File: config.mk
export PLATFORM = sky130hd
export DESIGN_NAME = utf8_bmp_decoder
export DESIGN_NICKNAME = d
export VERILOG_FILES = /design/src/rtl/core/u8bmp_pkg.sv /design/src/rtl/core/u8bmp_step.sv /design/src/rtl/core/utf8_bmp_decoder.sv
export SDC_FILE = /design/constraint.sdc
export NUM_CORES = 1
export LEC_CHECK = 0
export BUFFER_PORTS_ARGS = -buffer_cell sky130_fd_sc_hd__buf_2
export CORE_ASPECT_RATIO = 1.2
export CORE_MARGIN = 2
export CORE_UTILIZATION = 50
export CTS_BUF_LIST = sky130_fd_sc_hd__clkbuf_2
export DETAILED_ROUTE_END_ITERATION = 16
export GPL_TIMING_DRIVEN = 0
export PLACE_DENSITY = 0.66
export SLEW_MARGIN = 20
export SYNTH_ARGS = -nofsm -noshare
export SYNTH_HDL_FRONTEND = slang
export SYNTH_SLANG_ARGS = --single-unit
File: constraint.sdc
create_clock -name clock -period 4.8 [get_ports clock]
set_clock_uncertainty 0.05 [all_clocks]
set_input_delay 0.48 -clock clock [delete_from_list [all_inputs] [get_ports clock]]
set_output_delay 0.48 -clock clock [all_outputs]
set_load 0.01 [all_outputs]
File: src/rtl/core/u8bmp_pkg.sv
package u8bmp_pkg;

   localparam int unsigned RSP_FIFO_DEPTH = 8;

   localparam logic [7:0] LEAD3_MIN  = 8'hE0;
   localparam logic [7:0] LEAD2_MIN  = 8'hC0;
   localparam logic [5:0] CONT_MASK  = 6'h3F;
   localparam logic [3:0] LEAD3_MASK = 4'hF;
   localparam logic [4:0] LEAD2_MASK = 5'h1F;

   typedef enum logic [1:0] {
      ST_CHAR  = 2'd0,
      ST_DONE  = 2'd1,
      ST_BAD   = 2'd2,
      ST_SMALL = 2'd3
   } status_type;

   // per-string decode state
   typedef struct packed {
      logic [1:0]  pending;
      logic [15:0] partial;
      logic [15:0] emitted;
      logic        dropping;
   } dec_state_type;

   typedef struct packed {
      logic [15:0] code_point;
      status_type  status;
      logic [15:0] char_count;
      logic        last;
   } rsp_item_type;

endpackage

File: src/rtl/core/u8bmp_step.sv
module u8bmp_step
   import u8bmp_pkg::*;
(
   input  logic [7:0]    data_byte,
   input  logic          end_of_string,
   input  logic [15:0]   capacity,
   input  dec_state_type state_cur,
   output dec_state_type state_nxt,
   output logic [1:0]    n_push,
   output rsp_item_type  res0,
   output rsp_item_type  res1
);

   always_comb begin
      dec_state_type st;
      logic          have_char;
      logic [15:0]   code;
      logic [15:0]   gathered;
      rsp_item_type  fin;

      st        = state_cur;
      have_char = 1'b0;
      code      = '0;
      gathered  = {state_cur.partial[9:0], data_byte[5:0] & CONT_MASK};
      n_push    = 2'd0;
      res0      = '{code_point: '0, status: ST_CHAR, char_count: '0, last: 1'b0};
      res1      = res0;
      fin       = res0;

      if (state_cur.dropping) begin
         if (end_of_string) begin
            st = '0;
         end
      end else if (state_cur.pending == 2'd0 && state_cur.emitted == 16'd0 &&
                   capacity == 16'd0) begin
         res0   = '{code_point: '0, status: ST_SMALL, char_count: state_cur.emitted,
                    last: 1'b1};
         n_push = 2'd1;
         if (end_of_string) begin
            st = '0;
         end else begin
            st.pending  = 2'd0;
            st.partial  = '0;
            st.dropping = 1'b1;
         end
      end else begin
         if (state_cur.pending != 2'd0) begin
            st.pending = state_cur.pending - 2'd1;
            if (st.pending == 2'd0) begin
               have_char  = 1'b1;
               code       = gathered;
               st.partial = '0;
            end else begin
               st.partial = gathered;
            end
         end else if (data_byte >= LEAD3_MIN) begin
            st.partial = {12'd0, data_byte[3:0] & LEAD3_MASK};
            st.pending = 2'd2;
         end else if (data_byte >= LEAD2_MIN) begin
            st.partial = {11'd0, data_byte[4:0] & LEAD2_MASK};
            st.pending = 2'd1;
         end else begin
            have_char = 1'b1;
            code      = {8'd0, data_byte};
         end

         // count + 1 > capacity without widening
         if (have_char && state_cur.emitted >= capacity) begin
            res0   = '{code_point: '0, status: ST_SMALL, char_count: state_cur.emitted,
                       last: 1'b1};
            n_push = 2'd1;
            if (end_of_string) begin
               st = '0;
            end else begin
               st.pending  = 2'd0;
               st.partial  = '0;
               st.emitted  = state_cur.emitted;
               st.dropping = 1'b1;
            end
         end else begin
            if (have_char) begin
               st.emitted = state_cur.emitted + 16'd1;
               res0 = '{code_point: code, status: ST_CHAR, char_count: st.emitted,
                        last: 1'b0};
            end
            if (end_of_string) begin
               fin = '{code_point: '0,
                       status: (st.pending != 2'd0) ? ST_BAD : ST_DONE,
                       char_count: st.emitted, last: 1'b1};
               st  = '0;
            end
            if (have_char) begin
               res1   = fin;
               n_push = end_of_string ? 2'd2 : 2'd1;
            end else begin
               res0   = fin;
               n_push = end_of_string ? 2'd1 : 2'd0;
            end
         end
      end

      state_nxt = st;
   end

endmodule

File: src/rtl/core/utf8_bmp_decoder.sv
// An accepted byte is held in the stage register, decoded, and its results are
// written into the result FIFO. Throughput: one byte per cycle while the FIFO has
// room (req_tready); results leave at most one per cycle, so a byte that yields two
// results (character plus end report) relies on the result FIFO of FIFO_DEPTH entries.
// Reset (synchronous): decode state and FIFO cleared, capacity set to 65535.
module utf8_bmp_decoder
   import u8bmp_pkg::*;
#(
   parameter int unsigned FIFO_DEPTH = RSP_FIFO_DEPTH  // power of two, >= 4
) (
   input  logic        clock,
   input  logic        reset,

   input  logic        req_tvalid,
   output logic        req_tready,
   input  logic [7:0]  req_tdata,   // data_byte
   input  logic        req_tlast,   // end_of_string

   output logic        rsp_tvalid,
   input  logic        rsp_tready,
   output logic [31:0] rsp_tdata,   // code_point[15:0], char_count[31:16]
   output logic [1:0]  rsp_tuser,   // status
   output logic        rsp_tlast,   // last

   input  logic        csr_valid,
   output logic        csr_ready,
   input  logic [15:0] csr_data     // capacity
);

   localparam int unsigned PTR_W = $clog2(FIFO_DEPTH);
   localparam int unsigned CNT_W = $clog2(FIFO_DEPTH + 1);
   localparam logic [CNT_W-1:0] DEPTH_C = CNT_W'(FIFO_DEPTH);

   logic [15:0]    capacity_ff;
   logic           stg_v_ff;
   logic [7:0]     stg_byte_ff;
   logic           stg_eos_ff;
   dec_state_type  state_ff, state_in;

   logic [1:0]     n_push, n_act;
   rsp_item_type   res0, res1;

   rsp_item_type   fifo_mem [FIFO_DEPTH];
   logic [PTR_W-1:0] wr_ptr_ff, rd_ptr_ff;
   logic [CNT_W-1:0] fifo_cnt_ff, free_cnt;
   logic           pop;
   rsp_item_type   head;

   assign csr_ready = 1'b1;

   always_ff @(posedge clock) begin
      if (reset) begin
         capacity_ff <= 16'hFFFF;
      end else if (csr_valid && csr_ready) begin
         capacity_ff <= csr_data;
      end
   end

   // stage register holds one byte; it always drains into the FIFO next cycle
   assign free_cnt   = DEPTH_C - fifo_cnt_ff;
   assign req_tready = stg_v_ff ? (free_cnt >= CNT_W'(4)) : (free_cnt >= CNT_W'(2));

   always_ff @(posedge clock) begin
      if (reset) begin
         stg_v_ff <= 1'b0;
      end else begin
         stg_v_ff <= req_tvalid && req_tready;
      end
   end

   always_ff @(posedge clock) begin
      if (req_tvalid && req_tready) begin
         stg_byte_ff <= req_tdata;
         stg_eos_ff  <= req_tlast;
      end
   end

   u8bmp_step u_step (
      .data_byte     (stg_byte_ff),
      .end_of_string (stg_eos_ff),
      .capacity      (capacity_ff),
      .state_cur     (state_ff),
      .state_nxt     (state_in),
      .n_push        (n_push),
      .res0          (res0),
      .res1          (res1)
   );

   assign n_act = stg_v_ff ? n_push : 2'd0;

   always_ff @(posedge clock) begin
      if (reset) begin
         state_ff <= '0;
      end else if (stg_v_ff) begin
         state_ff <= state_in;
      end
   end

   // result FIFO
   assign pop        = rsp_tvalid && rsp_tready;
   assign rsp_tvalid = fifo_cnt_ff != '0;
   assign head       = fifo_mem[rd_ptr_ff];
   assign rsp_tdata  = {head.char_count, head.code_point};
   assign rsp_tuser  = head.status;
   assign rsp_tlast  = head.last;

   always_ff @(posedge clock) begin
      if (n_act != 2'd0) begin
         fifo_mem[wr_ptr_ff] <= res0;
      end
      if (n_act == 2'd2) begin
         fifo_mem[wr_ptr_ff + PTR_W'(1)] <= res1;
      end
   end

   always_ff @(posedge clock) begin
      if (reset) begin
         wr_ptr_ff   <= '0;
         rd_ptr_ff   <= '0;
         fifo_cnt_ff <= '0;
      end else begin
         wr_ptr_ff   <= wr_ptr_ff + PTR_W'(n_act);
         rd_ptr_ff   <= rd_ptr_ff + PTR_W'(pop);
         fifo_cnt_ff <= fifo_cnt_ff + CNT_W'(n_act) - CNT_W'(pop);
      end
   end

`ifndef SYNTH
   a_fifo_bound: assert property (@(posedge clock) disable iff (reset)
      fifo_cnt_ff <= DEPTH_C)
      else $error("result FIFO count beyond depth");

   a_no_overflow: assert property (@(posedge clock) disable iff (reset)
      stg_v_ff |-> (free_cnt >= CNT_W'(n_push)))
      else $error("result FIFO overflow on push");

   a_drop_clean: assert property (@(posedge clock) disable iff (reset)
      state_ff.dropping |-> (state_ff.pending == 2'd0 && state_ff.partial == 16'd0))
      else $error("dropping with a sequence still open");

   a_end_clears: assert property (@(posedge clock) disable iff (reset)
      (stg_v_ff && stg_eos_ff) |=> (state_ff == '0))
      else $error("string state not cleared after end of string");
`endif

endmodule
==> summary.md <==
The worst hold path passes through 4 cells. CTS built an H-tree with a depth of 3. Routability-driven placement finished with a final weighted congestion of 0.956.

Required arrival time at the worst endpoint: 5.30 ns. The worst min-delay path category was in -> reg. The main flop type after synthesis was sky130_fd_sc_hd__dfxtp_1. The length in cells of the worst reg-to-reg path was 12. Counting flops and latches in the post-synthesis netlist gives 345.

Along the worst path, the maximum fanout reaches 19. For the first-pass iteration count of the detailed router, the log shows 5. Setup repair after global routing left no endpoint under its margin.

The worst hold path terminates at capacity_ff[5]$_SDFFE_PP1P_. Clock latency on the worst-skew pair, taken at its later pin, is 0.93 ns. In the final design database the tool counted 1576 nets. STA classifies the critical path endpoint as a flop. The y dimension of the die was 201 µm. In this run the critical register-to-register path is launched from capacity_ff[11]$_SDFFE_PP1P_. The first global-routing pass estimated 75300 µm of wire. The final period utilization was 94.8%; the total power density per cell area was 405 mW/mm².

The number of placement rows was 72; the number of buffers added by the clock tree synthesis step was 82. TritonCTS built the clock tree. The clock transition time at the flip-flop clock pins of the worst setup and hold paths is 0.12 ns. The most critical setup path has its startpoint at capacity_ff[11]$_SDFFE_PP1P_. For the die area, the log shows 0.0339 mm². Kind of start point of the critical path: a flop.

The number of max-slew violations in the final report came out at 0. Entering global routing, the biggest net connects 20 pins. The number of sinks on the clock net was 345.

The half-perimeter wire length after placement was 33600 µm; the count of mapped cells out of synthesis was 1334. After layout, the design draws a total of 7350 µW. The area growth from synthesis to layout is 11.9%. The horizontal die dimension was 168 µm; the sequential element share of the synthesized area was 52.6%. The run gives 12808 as the via count of the first global-routing pass. The total wire length after detailed routing was 49600 µm. Input and output buffers added on the ports amount to 66. Global routing used 29.4% of the available tracks. Derived from the worst setup path, the maximum achievable clock frequency is 220 MHz. For the normalized max-slew margin, the log shows 28.0%. The average cell area after synthesis came out at 12.2 µm². Once placement finished, the instance area stood at 0.0171 mm². The run gives 50.5% as the starting utilization of the core area. The smallest clock period supported by the final layout is computed as 4.55 ns. The post-detailed-route via-to-cell ratio was 6.41; the share of final-layout standard cells stronger than drive strength 1 was 23.1%.

Critical path start-end classification: reg -> reg. During synthesis, Yosys emitted a total of 0 warnings. VDD sags by at most 0.309 mV. In this run the most critical hold path is launched from csr_valid.

For the worst setup path, the data arrival time is 5.05 ns. In this run the deepest clock path goes through 3 buffers. The logs give 0 for the number of maximum-capacitance violations and 0.25 ns for the internal reg-to-reg setup slack. Counting distinct cell types in the post-synthesis netlist gives 74. The count of nets left with antenna violations once routing finished came out at 0. Clock tree synthesis selected as its root buffer the cell sky130_fd_sc_hd__clkbuf_2. For this run, the number of standard cells in the final layout without fillers is 1984. The number of vias after detailed routing is 12722, and the floorplan core area is 0.0321 mm². The detailed router finished its first iteration with 1458 violations.

Post-detailed-route wirelength per cell: 25.0 µm. After detailed routing, the number of remaining DRC violations is 0. At the pin with the least slew margin, the transition time is 1.08 ns.

The run gives 0 as the overall overflow remaining after global route. The tools report the placed instance count as 1807. The end of the worst register-to-register path was fifo_mem[6][3]$_DFFE_PP_. The I/O pin count came out at 68. The flow ran to the end, and the final reports show no timing, DRC or antenna violations.

Counting the fill cells in the layout gives 2781. The tools report the hold violation total from the final report as 0. The share of async-settable or async-resettable flops after synthesis came out at 0%. For the post-synth design cell area, the log shows 0.0162 mm².

For this design the static power due to leakage is 0.00634 µW. The tools report the number of antenna violations at the first check in global routing as 2. After routing the design area is 0.0181 mm². Count of flip-flops with a built-in enable after synthesis: 161. The logs give 1396 for the net count after synthesis and 56.6% for the end-of-flow core utilization.

Setup violations remaining at the end of the flow were counted as 0.
placed cells by master (no fill, tap or decap), types with 8 or more instances in the layout:
cell,netlist,final
sky130_fd_sc_hd__ha_1,30,30
sky130_fd_sc_hd__buf_1,14,13
sky130_fd_sc_hd__nand2_1,81,81
sky130_fd_sc_hd__a22o_1,42,42
sky130_fd_sc_hd__a21o_1,12,12
sky130_fd_sc_hd__nor4_1,11,11
sky130_fd_sc_hd__or2_2,13,13
sky130_fd_sc_hd__mux4_2,70,70
sky130_fd_sc_hd__o21ai_0,20,20
sky130_fd_sc_hd__mux2_2,35,35
sky130_fd_sc_hd__o211ai_1,19,19
sky130_fd_sc_hd__nor2_1,39,38
sky130_fd_sc_hd__clkbuf_2,1,127
sky130_fd_sc_hd__clkinv_1,1,15
sky130_fd_sc_hd__o2bb2ai_1,117,117
sky130_fd_sc_hd__and2_1,19,19
sky130_fd_sc_hd__a21oi_1,28,28
sky130_fd_sc_hd__nor3_1,26,26
sky130_fd_sc_hd__nand4_1,9,9
sky130_fd_sc_hd__o32ai_1,8,8
sky130_fd_sc_hd__nor2b_1,9,9
sky130_fd_sc_hd__buf_6,9,9
sky130_fd_sc_hd__dfxtp_1,184,184
sky130_fd_sc_hd__dlygate4sd3_1,0,29
sky130_fd_sc_hd__and3_1,17,17
sky130_fd_sc_hd__edfxtp_1,161,161
sky130_fd_sc_hd__o22ai_1,106,106
sky130_fd_sc_hd__xnor2_1,14,14
sky130_fd_sc_hd__inv_1,44,42
sky130_fd_sc_hd__buf_2,10,77
sky130_fd_sc_hd__nand3_1,21,21
sky130_fd_sc_hd__clkbuf_1,75,75
per-stage QoR:
step	hold slack [ns]	TNS (ns)	setup slack (ns)
floorplan	0.377	0	1.43
global placement	0.389	-4.81	-0.257
detailed placement	0.392	-5.63	-0.300
CTS	0.0303	0	0.174
global route	0.0619	0	0.0327
finish	0.0637	0	0.251
area by class of cell:
type | instances | area (µm²) | area share, %
antenna | 2 | 5.00 | 0.0276
clock inverter | 19 | 129 | 0.710
multi-input combinational | 828 | 6990 | 38.5
sequential | 345 | 8520 | 47.0
clock buffer | 126 | 631 | 3.48
tap | 407 | 509 | 2.81
timing repair buffer | 96 | 641 | 3.53
inverter | 46 | 180 | 0.993
buffer | 115 | 537 | 2.96
report_power, final:
group	total, µW	internal (µW)	switching [µW]
registers	3410	3290	125
logic	1930	800	1130
clock network	2000	797	1200
total	7350	4890	2460
critical path: stages, from the launching register on:
cell and delay (ns):
sky130_fd_sc_hd__dfxtp_1 0.35, sky130_fd_sc_hd__inv_1 0.07, sky130_fd_sc_hd__ha_1 0.31, sky130_fd_sc_hd__and2_1 0.17
sky130_fd_sc_hd__a221o_1 0.30, sky130_fd_sc_hd__a21oi_1 0.41, sky130_fd_sc_hd__a31o_2 0.31, sky130_fd_sc_hd__clkbuf_1 0.39
sky130_fd_sc_hd__nand2_1 0.40, sky130_fd_sc_hd__and2_1 0.30, sky130_fd_sc_hd__buf_6 0.15, sky130_fd_sc_hd__buf_6 0.15
sky130_fd_sc_hd__inv_1 0.78
worst max path at each step:
stage,endpoint,slack (ns)
final,fifo_mem[6][3]$_DFFE_PP_,0.25
after global routing,fifo_mem[7][7]$_DFFE_PP_,0.03
after CTS,fifo_mem[4][7]$_DFFE_PP_,0.17
after detailed placement,fifo_mem[5][5]$_DFFE_PP_,-0.30
after global placement,fifo_mem[5][6]$_DFFE_PP_,-0.26
after floorplan,fifo_mem[5][0]$_DFFE_PP_,1.43
per-layer routing:
| metal | vias up | global-route usage [%] | part of all wire (%) |
|---|---|---|---|
| li1 | 5666 | - | - |
| met3 | 140 | 5.41 | 7.8 |
| met4 | 0 | 12.9 | 3.6 |
| met2 | 639 | 49.0 | 49 |
| met1 | 6277 | 37.5 | 40 |
| met5 | - | 0 | 0 |
cell families (layout without fill, tap and decap cells):
family,Yosys count,count (layout),synth area share [%]
AOI/OAI and AO/OA,396,396,18.5
DFF,345,345,52.6
and+or+nand+nor,275,275,8.78
buffers and inverters,161,402,4.37
muxes,106,106,12.2
adders and majority gates,32,32,2.56
xor gates and xnor gates,18,18,0.973
other,1,3,0.0231
synthesized netlist by cell type (4+ instances only):
master | number | area share, %
sky130_fd_sc_hd__nand2b_1 | 6 | 0.23
sky130_fd_sc_hd__a21oi_1 | 28 | 0.86
sky130_fd_sc_hd__o2bb2ai_1 | 117 | 6.3
sky130_fd_sc_hd__xor2_1 | 4 | 0.22
sky130_fd_sc_hd__nand3_1 | 21 | 0.65
sky130_fd_sc_hd__nor2b_1 | 9 | 0.35
sky130_fd_sc_hd__nor3_1 | 26 | 0.80
sky130_fd_sc_hd__and2_1 | 19 | 0.73
sky130_fd_sc_hd__buf_6 | 9 | 0.63
sky130_fd_sc_hd__and3b_1 | 4 | 0.22
sky130_fd_sc_hd__buf_1 | 14 | 0.32
sky130_fd_sc_hd__o22ai_1 | 106 | 4.1
sky130_fd_sc_hd__inv_1 | 44 | 1.0
sky130_fd_sc_hd__ha_1 | 30 | 2.3
sky130_fd_sc_hd__o211ai_1 | 19 | 0.88
sky130_fd_sc_hd__nand4_1 | 9 | 0.35
sky130_fd_sc_hd__xnor2_1 | 14 | 0.76
sky130_fd_sc_hd__mux2_2 | 35 | 2.4
sky130_fd_sc_hd__nor4_1 | 11 | 0.42
sky130_fd_sc_hd__a211oi_1 | 4 | 0.19
sky130_fd_sc_hd__a22o_1 | 42 | 2.3
sky130_fd_sc_hd__or2_2 | 13 | 0.50
sky130_fd_sc_hd__buf_4 | 6 | 0.28
sky130_fd_sc_hd__edfxtp_1 | 161 | 30
sky130_fd_sc_hd__nor2_4 | 4 | 0.28
sky130_fd_sc_hd__nand2_1 | 81 | 1.9
sky130_fd_sc_hd__a21o_1 | 12 | 0.56
sky130_fd_sc_hd__o31ai_1 | 4 | 0.19
sky130_fd_sc_hd__o21ai_0 | 20 | 0.62
sky130_fd_sc_hd__mux4_2 | 70 | 9.7
sky130_fd_sc_hd__o32ai_1 | 8 | 0.43
sky130_fd_sc_hd__dfxtp_1 | 184 | 23
sky130_fd_sc_hd__and3_1 | 17 | 0.66
sky130_fd_sc_hd__nor2_1 | 39 | 0.90
sky130_fd_sc_hd__clkbuf_1 | 75 | 1.7
sky130_fd_sc_hd__buf_2 | 10 | 0.31
registers in the layout, indices dropped and copies added, names as in the netlist:
signal       cells
capacity_ff     16
fifo_cnt_ff      4
fifo_mem       280
rd_ptr_ff        3
state_ff        29
stg_byte_ff      8
stg_eos_ff       1
stg_v_ff         1
wr_ptr_ff        3
repair_timing:
item | 4_1_cts | 5_1_grt
endpoints found under the setup margin | 19 | 38
hold buffers | 29 | 0
hold endpoints to repair | 28 | 0
gates resized for setup | 2 | 2
buffers inserted | 0 | 1
Note: power is estimated with default switching activity, not from simulation.
